==> config.mk <==
export PLATFORM = sky130hd
export DESIGN_NAME = mvt_out_fifo
export DESIGN_NICKNAME = d
export VERILOG_FILES = /design/src/design/mvt_pkg.sv /design/src/design/mvt_out_fifo.sv
export SDC_FILE = /design/constraint.sdc
export NUM_CORES = 1
export LEC_CHECK = 0
export CORE_MARGIN = 5
export CORE_UTILIZATION = 63
export CTS_BUF_LIST = sky130_fd_sc_hd__clkbuf_4
export CTS_CLUSTER_SIZE = 24
export DETAILED_ROUTE_END_ITERATION = 7
export DONT_BUFFER_PORTS = 1
export PLACE_DENSITY = 0.87
export SYNTH_ARGS = -nofsm -noshare
export SYNTH_HDL_FRONTEND = slang
export SYNTH_SLANG_ARGS = --single-unit
export TNS_END_PERCENT = 50
==> constraint.sdc <==
create_clock -name clk -period 12.6 [get_ports clk]
set_clock_uncertainty 0.1 [all_clocks]
set_input_delay 1.26 -clock clk [delete_from_list [all_inputs] [get_ports clk]]
set_output_delay 1.26 -clock clk [all_outputs]
set_load 0.01 [all_outputs]
==> src/design/mvt_pkg.sv <==
// Shared types and constants for the 4x4 matrix vector transform block.
// Holds the item, result and command structs and the queue depths.
// No dependencies.
package mvt_pkg;

	localparam int FRAC_BITS_DEFAULT = 16;
	localparam int MAT_DIM = 4;
	localparam int MAT_ENTRIES = MAT_DIM * MAT_DIM;
	localparam int CMD_DEPTH = 4;
	localparam int OUT_DEPTH = 8;

	typedef enum logic [1:0] {
		KIND_ELEMENT   = 2'd0,
		KIND_ROW       = 2'd1,
		KIND_COLUMN    = 2'd2,
		KIND_TRANSFORM = 2'd3
	} kind_t;

	typedef struct packed {
		kind_t              kind;
		logic [1:0]         row_index;
		logic [1:0]         column_index;
		logic signed [31:0] element_value;
		logic signed [31:0] vec_x;
		logic signed [31:0] vec_y;
		logic signed [31:0] vec_z;
		logic signed [31:0] vec_w;
	} item_t;

	typedef struct packed {
		logic signed [31:0] out_x;
		logic signed [31:0] out_y;
		logic signed [31:0] out_z;
		logic signed [31:0] out_w;
		logic               saturated;
	} result_t;

	typedef struct packed {
		kind_t                      kind;
		logic [MAT_ENTRIES-1:0]     write_mask;
		logic [31:0]                element_value;
		logic [MAT_DIM-1:0][31:0]   vec;
	} cmd_t;

endpackage

==> src/design/mvt_out_fifo.sv <==
// Result queue between the back end pipeline and the result port.
// Space is reserved by the back end before a transform enters the pipeline.
// Depends on mvt_pkg.
module mvt_out_fifo (
	input  logic             clk,
	input  logic             arst_n,
	input  logic             wr_valid,
	input  mvt_pkg::result_t wr_data,
	output logic             empty,
	input  logic             pop,
	output mvt_pkg::result_t rd_data
);
	import mvt_pkg::*;

	localparam int PTR_W = $clog2(OUT_DEPTH);

	result_t          entry_q [OUT_DEPTH];
	logic [PTR_W-1:0] wr_ptr_q;
	logic [PTR_W-1:0] rd_ptr_q;
	logic [PTR_W:0]   count_q;
	logic             pop_ok;

	assign empty   = (count_q == '0);
	assign pop_ok  = pop && !empty;
	assign rd_data = entry_q[rd_ptr_q];

	always_ff @(posedge clk) begin
		if (wr_valid) begin
			entry_q[wr_ptr_q] <= wr_data;
		end
	end

	always_ff @(posedge clk or negedge arst_n) begin
		if (!arst_n) begin
			wr_ptr_q <= '0;
			rd_ptr_q <= '0;
			count_q  <= '0;
		end else begin
			if (wr_valid) begin
				wr_ptr_q <= wr_ptr_q + 1'b1;
			end
			if (pop_ok) begin
				rd_ptr_q <= rd_ptr_q + 1'b1;
			end
			case ({wr_valid, pop_ok})
				2'b10:   count_q <= count_q + 1'b1;
				2'b01:   count_q <= count_q - 1'b1;
				default: count_q <= count_q;
			endcase
		end
	end

endmodule

# Word-level counts from Yosys, hierarchy flattened
# Memories as Yosys holds them, arrays and structs flattened.
# Index checks and enable logic that the tools add are counted.
[op_classes] addsub=4 eq_ne=2 mux=3 reduce_logical=4
[op_table] op="4-bit one-hot mux with 2 select lines" count=1
[op_table] op="3-bit by 1-bit adder with 3-bit output (second input constant)" count=2
[op_table] op="4-bit by 1-bit adder with 4-bit output (second input constant)" count=1
[op_table] op="4-bit logical NOT" count=1
[op_table] op="4-bit by 1-bit subtractor with 4-bit output (second input constant)" count=1
[op_table] op="2-bit by 1-bit equality test with 1-bit output (second input constant)" count=1
[op_table] op="2-bit equality test (second input constant)" count=1
[op_table] op="1-bit two-way mux" count=2
[op_table] op="2-bit nonzero test" count=1
[op_table] op="1-bit logical AND" count=1
[op_table] op="1-bit logical NOT" count=1
[word_totals] register_bits=10 ram_bits=1032 in_bits=133 output_inout_bits=130 word_cells=17 mem_count=1
[memory_table] name="entry_q" depth=8 width=129 read_ports=1 rd_ports_with_merged_regs=0 wr=1 line="mvt_out_fifo.sv:17" source="result_t entry_q [OUT_DEPTH];"

# Longest topological paths before layout
[logic_depth] word_depth=5 ltp_mapped=7 depth_no_buf=7

# Worst setup path before layout
# OpenSTA, ideal clock, no wires.
[synth_timing] path_kind="input to register" start="input port wr_valid" end="memory entry_q[0][0] (netlist bit) (enable)" setup_time_ns=0.775 arrival_time_ns=10.061 t_required_ns=11.725 setup_slack_ns=1.664 path_stages=2 n_path_buf=0 path_cell_list="nand2b_1 nor3_1"
[synth_between] elab_chain_len=2
[synth_rtl] item="start: declaration" line="mvt_out_fifo.sv:7" source="input logic wr_valid,"
[synth_rtl] item="1-bit two-way mux" line="mvt_out_fifo.sv:28" source="if (wr_valid) begin"
[synth_rtl] item="1-bit two-way mux (not written as such)" line="mvt_out_fifo.sv:29" source="entry_q[wr_ptr_q] <= wr_data;"
[synth_rtl] item="end: declaration" line="mvt_out_fifo.sv:17"
# Every way passes these cells.

==> metrics <==
clock sink total=1,042; postcts setup bufs=0; Mapped Area=0.0396 mm2; RSZ-0062 raised after global routing=no; Hold Crit Class=in -> reg; initial antenna violation count=2; library cells used by synthesis=30; maximum number of pins on one net before global-route repair=130; final setup violation count=0; Total Nets Final=1,882; worst path required time=11.24 ns; P&R area growth vs syn=10.1%; sequential fraction of design power=0.465; worst slew pin tran=1.13 ns; Post-Place Setup Slack=6.76 ns; Reg clk slew, reported paths=0.08 ns; clock group share of total power=0.267; Tmin final=6.64 ns; Total Wirelength=76.4 mm; post-CTS sizing=0; Worst slew margin=0.249; CTS tree=yes; DR WL/cell=27.5 um; top-count cell post-synth=edfxtp_1; CP endpoint kind=output pin; combinational share of power=0.269; crit path max fanout=52; GRT Overall Usage=0.231; die height=261 um; status=finished, final reports clean; layout cells sized above 1=0.381; total CTS buffers=238; critical path's largest stage delay=0.86 ns; Arrival @ worst endpoint=5.28 ns; Post-synth top flop=edfxtp_1; P_int=6.91 mW; H-tree Lvls=4; type of origin of the critical path=flop; syn_nets=1,695; Final WS setup=5.96 ns; f_max=151 MHz; EDFF count, synth=1,032; count of maximum capacitance violations=0; site row count=91; initial core utilization=0.639; number of global-route vias before repair=18,900; # DRC=0; Final Max Tran Viols=0; PwrDens=225 mW/mm2; Via Count=17,200; DR iter-0 viols=1,298; sequential area share after synthesis=0.789; Sw Share=0.295; Top delay family on crit path=buffers and inverters; Commonest cells post-synth=1,032 x edfxtp_1, 196 x mux4_2, 131 x mux2_2; CP Cell Sequence=buf_4 > buf_4 > buf_4 > mux4_1 > mux2_2; Post-synth ARST share=0.00960; Syn. warnings=0; number of detailed-route iterations in the first pass=5; post-route setup TNS=0 ns; GR Overflow Total=0; first-pass GRT wire length=115 mm; slowest CP cell=buf_4; fin util=0.703; Hold Vio Cnt, Final=0; post-detail-place hpwl=39.5 mm; Net Sw Power=2.89 mW; period utilization=0.527; buffers added on ports=0; Clock Latency Late Sink=1.02 ns; WP buf/inv=3; Mapped Cells=1,556; hold_buf cts=1; Final Wtd Congestion=0.721; Synth area leader=edfxtp_1; Yosys reg bits=1,042; Yosys top cell area share=0.783; kind of critical path=reg -> out; Root Buffer=clkbuf_4; Post-Syn Area per Cell=25.4 um2; die width=261 um; Longest Clk Path Bufs=3; Lkg Pwr=14.0 nW; top cells by area, synth=edfxtp_1 78%, mux4_2 11%, mux4_1 4.1%; # IOs=263; vias per inst=6.19; peak supply drop=0.171 mV; core area=0.0619 mm2; Routed Antenna Nets=0; most used cell, CP=buf_4; total die area=0.0680 mm2
per-layer routing:
metal  wire, um  track usage
met1      27500        0.282
met4       1580       0.0787
met5          0            0
met3       7780       0.0930
met2      39600        0.380
worst register-to-register path, cell delays in order, from the launching register on:
cell,delay [ns]
dfrtp_1,0.45
o41ai_1,0.74
inv_1,0.21
ha_1,0.35
ha_1,0.39
or4b_2,0.69
o311ai_0,0.13
o211ai_1,0.14
cell families (layout without fill, tap and decap cells):
| family | Yosys count | count (layout) | share of synthesized area |
|---|---|---|---|
| flops | 1042 | 1042 | 0.789 |
| mux | 390 | 390 | 0.190 |
| buf+inv | 79 | 458 | 0.0127 |
| simple gates | 26 | 26 | 0.00329 |
| compound gates | 7 | 7 | 0.00130 |
| fa+ha+maj | 6 | 6 | 0.00209 |
| xor+xnor | 6 | 6 | 0.00133 |
| other cells | 0 | 4 | 0 |
flip-flops by register name, summed over array words and instances, names as in the netlist:
register,flops
entry_q,1032
count_q,4
rd_ptr_q,3
wr_ptr_q,3
through the flow:
stage          instances  hold WS (ns)  area (um2)  total power, mW
6_report            2776         0.191       43600             9.80
4_1_cts             2772        0.0290       43600             9.94
5_1_grt             2776        0.0479       43600             10.3
3_3_place_gp        2339         0.423       40500             7.20
3_5_place_dp        2339         0.453       40500             7.31
2_1_floorplan       1556         0.401       39600             6.75
power groups by stage:
stage / clock network (mW) / registers (mW) / logic, mW
2_1_floorplan: 0 / 4.60 / 2.15
3_3_place_gp: 0 / 4.58 / 2.62
3_5_place_dp: 0 / 4.63 / 2.68
4_1_cts: 2.69 / 4.56 / 2.69
5_1_grt: 2.90 / 4.59 / 2.80
6_report: 2.61 / 4.55 / 2.63
layout make-up:
class,count,area [um2]
Sequential cell,1042,31300
Fill cell,3516,18400
Multi-Input combinational cell,435,7900
Clock buffer,357,2680
Tap cell,837,1050
Clock inverter,75,420
Timing Repair Buffer,20,240
Inverter,6,22.5
Antenna cell,4,10.0
worst paths after layout:
check	startpoint	endpoint	slack, ns	cells past startpoint
worst max-delay path	rd_ptr_q[0]	rd_data[32]	5.96	5
worst min-delay path	wr_data[2]	entry_q[3][2]	0.19	0
worst max register to register	count_q[0]	count_q[3]	9.23	7
worst min register to register	wr_ptr_q[1]	wr_ptr_q[1]	0.47	1
max in group asynchronous	arst_n	rd_ptr_q[0]	11.24	1
min in group asynchronous	arst_n	rd_ptr_q[1]	0.61	1
cells in the final DEF (no fill, tap or decap), types with 5 or more instances in the layout:
cell	Yosys	final
edfxtp_1	1032	1032
clkinv_1	0	53
clkbuf_4	0	357
mux4_1	62	62
ha_1	5	5
nand2_1	8	8
mux2_2	131	131
inv_1	6	6
dfrtp_1	10	7
clkinv_2	0	7
nor2_4	0	6
mux4_2	196	196
buf_4	0	12
buf_12	0	7
Note: power is estimated with default switching activity, not from simulation.
