==> src/design/mvt_pkg.sv <==
// Shared types and constants for the 4x4 matrix vector transform block.
// Holds the item, result and command structs and the queue depths.
// No dependencies.
package mvt_pkg;

	localparam int FRAC_BITS_DEFAULT = 16;
	localparam int MAT_DIM = 4;
	localparam int MAT_ENTRIES = MAT_DIM * MAT_DIM;
	localparam int CMD_DEPTH = 4;
	localparam int OUT_DEPTH = 8;

	typedef enum logic [1:0] {
		KIND_ELEMENT   = 2'd0,
		KIND_ROW       = 2'd1,
		KIND_COLUMN    = 2'd2,
		KIND_TRANSFORM = 2'd3
	} kind_t;

	typedef struct packed {
		kind_t              kind;
		logic [1:0]         row_index;
		logic [1:0]         column_index;
		logic signed [31:0] element_value;
		logic signed [31:0] vec_x;
		logic signed [31:0] vec_y;
		logic signed [31:0] vec_z;
		logic signed [31:0] vec_w;
	} item_t;

	typedef struct packed {
		logic signed [31:0] out_x;
		logic signed [31:0] out_y;
		logic signed [31:0] out_z;
		logic signed [31:0] out_w;
		logic               saturated;
	} result_t;

	typedef struct packed {
		kind_t                      kind;
		logic [MAT_ENTRIES-1:0]     write_mask;
		logic [31:0]                element_value;
		logic [MAT_DIM-1:0][31:0]   vec;
	} cmd_t;

endpackage

==> src/design/mvt_front.sv <==
// Front end: accepts items, decodes them into commands with a matrix write mask,
// and holds them in a short command queue for the back end.
// Depends on mvt_pkg.
module mvt_front (
	input  logic          clk,
	input  logic          arst_n,
	input  logic          push,
	output logic          full,
	input  mvt_pkg::item_t item,
	output logic          cmd_valid,
	output mvt_pkg::cmd_t cmd,
	input  logic          cmd_pop
);
	import mvt_pkg::*;

	localparam int PTR_W = $clog2(CMD_DEPTH);

	cmd_t             queue_q [CMD_DEPTH];
	logic [PTR_W-1:0] wr_ptr_q;
	logic [PTR_W-1:0] rd_ptr_q;
	logic [PTR_W:0]   count_q;
	cmd_t             decoded;
	logic             push_ok;
	logic             pop_ok;

	always_comb begin
		decoded.kind = item.kind;
		decoded.element_value = item.element_value;
		decoded.vec[0] = item.vec_x;
		decoded.vec[1] = item.vec_y;
		decoded.vec[2] = item.vec_z;
		decoded.vec[3] = item.vec_w;
		for (int r = 0; r < MAT_DIM; r++) begin
			for (int c = 0; c < MAT_DIM; c++) begin
				case (item.kind)
					KIND_ELEMENT: begin
						decoded.write_mask[r*MAT_DIM+c] = (2'(r) == item.row_index) &&
							(2'(c) == item.column_index);
					end
					KIND_ROW: begin
						decoded.write_mask[r*MAT_DIM+c] = (2'(r) == item.row_index);
					end
					KIND_COLUMN: begin
						decoded.write_mask[r*MAT_DIM+c] = (2'(c) == item.column_index);
					end
					default: begin
						decoded.write_mask[r*MAT_DIM+c] = 1'b0;
					end
				endcase
			end
		end
	end

	assign full      = (count_q == (PTR_W+1)'(CMD_DEPTH));
	assign cmd_valid = (count_q != '0);
	assign push_ok   = push && !full;
	assign pop_ok    = cmd_pop && cmd_valid;
	assign cmd       = queue_q[rd_ptr_q];

	always_ff @(posedge clk) begin
		if (push_ok) begin
			queue_q[wr_ptr_q] <= decoded;
		end
	end

	always_ff @(posedge clk or negedge arst_n) begin
		if (!arst_n) begin
			wr_ptr_q <= '0;
			rd_ptr_q <= '0;
			count_q  <= '0;
		end else begin
			if (push_ok) begin
				wr_ptr_q <= wr_ptr_q + 1'b1;
			end
			if (pop_ok) begin
				rd_ptr_q <= rd_ptr_q + 1'b1;
			end
			case ({push_ok, pop_ok})
				2'b10:   count_q <= count_q + 1'b1;
				2'b01:   count_q <= count_q - 1'b1;
				default: count_q <= count_q;
			endcase
		end
	end

endmodule

==> config.mk <==
export PLATFORM = sky130hd
export DESIGN_NAME = mvt_front
export DESIGN_NICKNAME = d
export VERILOG_FILES = /design/src/design/mvt_pkg.sv /design/src/design/mvt_front.sv
export SDC_FILE = /design/constraint.sdc
export NUM_CORES = 1
export LEC_CHECK = 0
export BUFFER_PORTS_ARGS = -buffer_cell sky130_fd_sc_hd__buf_2
export CELL_PAD_IN_SITES_DETAIL_PLACEMENT = 0
export CELL_PAD_IN_SITES_GLOBAL_PLACEMENT = 1
export CORE_UTILIZATION = 40
export DETAILED_ROUTE_END_ITERATION = 6
export PLACE_DENSITY = 0.72
export SYNTH_ARGS = -nofsm -noshare
export SYNTH_HDL_FRONTEND = slang
export SYNTH_SLANG_ARGS = --single-unit
==> constraint.sdc <==
create_clock -name clk -period 3.5 [get_ports clk]
set_input_delay 0.7 -clock clk [delete_from_list [all_inputs] [get_ports clk]]
set_output_delay 0.7 -clock clk [all_outputs]
set_load 0.03 [all_outputs]
# Word-level counts from Yosys, hierarchy flattened
# Memories as Yosys holds them, arrays and structs flattened.
# Index checks and enable logic that the tools add are counted.
classes:
  n_addsub: 4
  eq_ne: 11
  muxes: 19
  reduce_logical: 24
ops:
  columns: ["cell", "count"]
  rows:
  - ["case mux 1 bit (3 select lines)", 16]
  - ["logical AND 1 bit", 18]
  - ["== test 2 bit (first input constant)", 4]
  - ["logical NOT 2 bit", 3]
  - ["case mux 3 bit (2 select lines)", 1]
  - ["adder 2 x 1 -> 2 bit (second input constant)", 2]
  - ["== test 1 x 2 -> 1 bit (first input constant)", 2]
  - ["== test 2 x 1 -> 1 bit (second input constant)", 2]
  - ["== test 2 bit (second input constant)", 2]
  - ["adder 3 x 1 -> 3 bit (second input constant)", 1]
  - ["== test 3 bit (second input constant)", 1]
  - ["nonzero test 3 bit", 1]
  - ["subtractor 3 x 1 -> 3 bit (second input constant)", 1]
  - ["2-to-1 mux 1 bit", 2]
  - ["nonzero test 2 bit", 1]
  - ["logical NOT 1 bit", 1]
totals:
  reg_bits: 7
  ram_bits: 712
  inputBits: 170
  output_inout_bits: 180
  n_memories: 1
mem_list:
  columns: ["memory", "depth", "word_bits", "read_ports", "rd_ports_with_merged_regs", "write_ports", "line", "source"]
  rows:
  - ["queue_q", 4, 178, 1, 0, 1, "mvt_front.sv:18", "cmd_t queue_q [CMD_DEPTH];"]

# Longest topological paths before layout
depth:
  ltp_word: 5
  depth_mapped: 9

# Worst setup path after synthesis
# No wires, ideal clock.
synth_timing:
  path_type: "input to register"
  from: "in push"
  to: "mem queue_q[3][0] in the netlist's numbering, enable pin"
  arrival_ns: 2.871
  required_time_ns: 3.040
  setup_slack_ns: 0.169
  path_stages: 1
  path_buffers: 0
  cell_sequence: "and3_2"
synth_via:
  elab_chain_cells: 3
synth_rtl:
  columns: ["element", "line", "source"]
  rows:
  - ["start: declaration", "mvt_front.sv:7", "input logic push,"]
  - ["logical AND 1 bit", "mvt_front.sv:56", "assign push_ok = push && !full;"]
  - ["2-to-1 mux 1 bit", "mvt_front.sv:61", "if (push_ok) begin"]
  - ["2-to-1 mux 1 bit (implied by the code)", "mvt_front.sv:62", "queue_q[wr_ptr_q] <= decoded;"]
  - ["end: declaration", "mvt_front.sv:18", null]
# No other way between the ends.

==> qor.txt <==
=================================================================================
Wire length reported by the detailed router                               52.8 mm
Cts bufs inserted                                                              74
EDFF count, synth                                                             712
DRT Pass-1 Iters                                                                5
Synth warnings                                                                  0
Fin crit share                                                              92.7%
Count of mapped cells out of synthesis                                        999
Worst skew pair latency                                                    610 ps
Post-synth net total                                                        1,175
Worst setup EP type                                                  primary output
Most frequent cells after synthesis                                  712 x sky130_fd_sc_hd__edfxtp_1, 178 x sky130_fd_sc_hd__mux4_2, 20 x sky130_fd_sc_hd__buf_2
Initial antenna violation count                                                 4
Adder and majority gate portion of the synthesized area                    0.315%
Start-to-end type of the worst setup path                              reg -> out
Number of cell rows                                                            93
DR DRC count                                                                    0
Switching power                                                         10,200 µW
CTS sink count                                                                719
Pwr/cell area                                                          935 mW/mm²
RD Place Congestion                                                         0.747
Hold Path Class                                                         in -> reg
Via density per instance                                                     5.05
Count of buffers from port buffering                                          349
Max-slew violation total from the final report                                  0
Placeable core region                                                  0.0646 mm²
Outcome                                                              complete, no violations
H-tree depth reported by CTS                                                    3
Mux share of post-synthesis cell area                                       15.4%
Total grt overflow                                                              0
Switching share of power                                                    34.3%
Total Nets Final                                                            1,604
Violation count after the first detailed-route iteration                      729
Total count of hold-check failures in the final report                          0
Clock network power share                                                   25.7%
Final period demand of the worst path                                     3250 ps
Max Clock Skew                                                            16.8 ps
Synth top area share                                                        81.5%
Setup repair after global routing missed its margin                         false
Peak Freq                                                               0.308 GHz
Number of vias after detailed routing                                      11,800
Maximum fanout count along the critical path                                   20
CTS tree                                                                    built
Overall global routing resource usage                                       15.9%
Most numerous cell in the Yosys netlist                              sky130_fd_sc_hd__edfxtp_1
Fraction of final layout cells with drive strength greater than 1           46.2%
Master cell of the clock root buffer                                 sky130_fd_sc_hd__clkbuf_16
Crit start category                                                      register
Number of gates resized after CTS                                               0
Number of global-route vias before repair                                  12,700
Combinational share of power                                                34.4%
Die width                                                                  258 µm
Total of fill cells in the finished design                                  5,193
Post-Synth XOR/XNOR Area                                                   0.200%
Final HPWL DP                                                             32.8 mm
Netlist Area Pre-Place                                                 0.0262 mm²
Post-synthesis compound-gate area fraction                                 0.200%
Sequential share of the synthesized area                                    82.2%
Largest cells by area after synthesis                                sky130_fd_sc_hd__edfxtp_1 82%, sky130_fd_sc_hd__mux4_2 15%, sky130_fd_sc_hd__dfrtp_1 0.67%
Area grow syn2layout                                                        21.2%
Max Cap Viol                                                                    0
Number of distinct library cells after synthesis                               25
Wire length of the first global-routing pass                              79.0 mm
Initial core utilization                                                    40.6%
Fraction of registers with async set/reset                                 0.974%
Buffer depth of the longest clock path                                          3
Slew headroom                                                               54.7%
Post-detailed-route wirelength per cell                                   22.5 µm
Fraction of the mapped netlist area in simple logic gates                  0.568%
Measured slew at the worst slew-check pin                                  679 ps
Internal power                                                          19,500 µW
Post-route antenna net violation count                                          0
Tot Pwr                                                                 29,700 µW
Final setup violation count                                                     0
Dominant combinational cell family by area after synthesis           multiplexers
Clock slew seen by the registers of the worst setup and hold paths          60 ps
Leakage power                                                           0.0108 µW
Sequential group share of total power                                       39.9%
Cell taking the most area after synthesis                            sky130_fd_sc_hd__edfxtp_1
Synth Area per Inst                                                      26.3 µm²
Maximum resistive drop on vdd                                            0.560 mV
Arrival time worst endpoint                                               2550 ps
Top Ports                                                                     350
Maximum number of pins on one net before global-route repair                   91
Data required, critical path                                              2800 ps
Main flop type after synthesis                                       sky130_fd_sc_hd__edfxtp_1
Seq cells post-synth                                                          719
Final setup TNS                                                              0 ps
Overall die height                                                         258 µm
Die outline area                                                       0.0666 mm²
=================================================================================
==> power groups by stage <==
| stage | Sequential (µW) | Combinational, µW | Clock, µW |
|---|---|---|---|
| 6_report | 11800 | 10200 | 7650 |
| 5_1_grt | 12000 | 10800 | 8160 |
| 4_1_cts | 11900 | 10500 | 7850 |
| 3_5_place_dp | 12000 | 10500 | 0 |
| 3_3_place_gp | 11900 | 10400 | 0 |
| 2_1_floorplan | 11900 | 7290 | 0 |
==> per-stage QoR <==
stage / setup slack [ps] / std cells / hold slack (ps) / utilization, % / cell area [µm²]
after global placement: 841 / 2206 / 492 / 45.5 / 29400
after detailed placement: 821 / 2206 / 493 / 45.5 / 29400
after global routing: 95.4 / 2342 / 264 / 49.2 / 31800
after CTS: 133 / 2340 / 256 / 49.2 / 31800
after floorplan: 169 / 999 / 404 / - / 26200
final: 254 / 2342 / 305 / 49.2 / 31800
==> worst paths after layout <==
| check | slack (ps) | end | cells after the start | from |
|---|---|---|---|---|
| max | 250 | cmd[100] | 4 | rd_ptr_q[0]$_DFFE_PN0P_ |
| min | 310 | queue_q[0][147]$_DFFE_PP_ | 1 | item[147] |
| max reg2reg | 1250 | count_q[2]$_DFFE_PN0P_ | 9 | count_q[0]$_DFFE_PN0P_ |
| min reg2reg | 510 | count_q[2]$_DFFE_PN0P_ | 1 | count_q[2]$_DFFE_PN0P_ |
| max in group asynchronous | 2820 | rd_ptr_q[1]$_DFFE_PN0P_ | 2 | arst_n |
| min in group asynchronous | 470 | count_q[0]$_DFFE_PN0P_ | 2 | arst_n |
==> final cells by class <==
| class | instances | area (µm²) | share of cell area (%) |
|---|---|---|---|
| Antenna cell | 2 | 5.00 | 0.0157 |
| Clock buffer | 85 | 1920 | 6.06 |
| Clock inverter | 48 | 479 | 1.51 |
| Inverter | 9 | 33.8 | 0.106 |
| Multi-Input combinational cell | 231 | 4390 | 13.8 |
| Sequential cell | 719 | 21600 | 67.9 |
| Tap cell | 855 | 1070 | 3.37 |
| Timing Repair Buffer | 393 | 2320 | 7.29 |
==> kinds of logic (layout without fill, tap and decap cells) <==
| kind of cell | count (synthesis) | in the layout |
|---|---|---|
| AOI/OAI and AO/OA | 9 | 9 |
| and+or+nand+nor | 30 | 30 |
| other | 0 | 2 |
| buffers and inverters | 49 | 535 |
| adders and majority gates | 6 | 6 |
| DFF | 719 | 719 |
| muxes | 180 | 180 |
| xor gates and xnor gates | 6 | 6 |
==> sequential cells by signal (all words and copies together) (netlist names) <==
signal    count
queue_q     712
count_q       3
rd_ptr_q      2
wr_ptr_q      2
==> worst max-delay path: stages (launching register included) <==
cell and delay (ps):
sky130_fd_sc_hd__dfrtp_4 670, sky130_fd_sc_hd__buf_12 260, sky130_fd_sc_hd__buf_12 230, sky130_fd_sc_hd__mux4_2 540, sky130_fd_sc_hd__buf_2 200
==> placed cells by master, fill, tap and decap left out <==
master	n
sky130_fd_sc_hd__a21oi_1	4
sky130_fd_sc_hd__clkbuf_1	9
sky130_fd_sc_hd__ha_1	5
sky130_fd_sc_hd__and3_4	4
sky130_fd_sc_hd__a21o_1	1
sky130_fd_sc_hd__nor2b_1	2
sky130_fd_sc_hd__edfxtp_1	712
sky130_fd_sc_hd__dlygate4sd3_1	1
sky130_fd_sc_hd__or3_2	1
sky130_fd_sc_hd__clkbuf_8	1
sky130_fd_sc_hd__clkinv_8	1
sky130_fd_sc_hd__o31a_2	1
sky130_fd_sc_hd__clkinv_1	19
sky130_fd_sc_hd__or3b_4	1
sky130_fd_sc_hd__and2_4	1
sky130_fd_sc_hd__clkinvlp_4	5
sky130_fd_sc_hd__inv_6	2
sky130_fd_sc_hd__xnor2_1	3
sky130_fd_sc_hd__mux2i_1	1
sky130_fd_sc_hd__inv_1	9
sky130_fd_sc_hd__fa_1	1
sky130_fd_sc_hd__mux2_4	1
sky130_fd_sc_hd__buf_4	24
sky130_fd_sc_hd__xor2_1	3
sky130_fd_sc_hd__clkinv_16	3
sky130_fd_sc_hd__o21ai_0	3
sky130_fd_sc_hd__buf_12	19
sky130_fd_sc_hd__clkbuf_16	75
sky130_fd_sc_hd__buf_2	349
sky130_fd_sc_hd__dfrtp_4	2
sky130_fd_sc_hd__mux4_2	178
sky130_fd_sc_hd__dfrtp_1	5
sky130_fd_sc_hd__diode_2	2
sky130_fd_sc_hd__nand2_1	3
sky130_fd_sc_hd__inv_8	1
sky130_fd_sc_hd__clkinv_2	11
sky130_fd_sc_hd__bufinv_16	6
sky130_fd_sc_hd__nor2_1	18
==> metal layers <==
metal	track usage, %	up-vias	routed length [µm]
li1	-	5180	-
met1	20.5	6257	21300
met2	26.3	316	27000
met4	5.36	4	1050
met5	0	-	27
met3	4.09	72	3380
==> repair_timing <==
action / in CTS / in global routing
endpoints found under the hold margin: 7 / 0
setup endpoints to repair: 0 / 0
hold buffers: 1 / 0
buffers inserted: 0 / 0
Power figures use the tool's default switching activity.
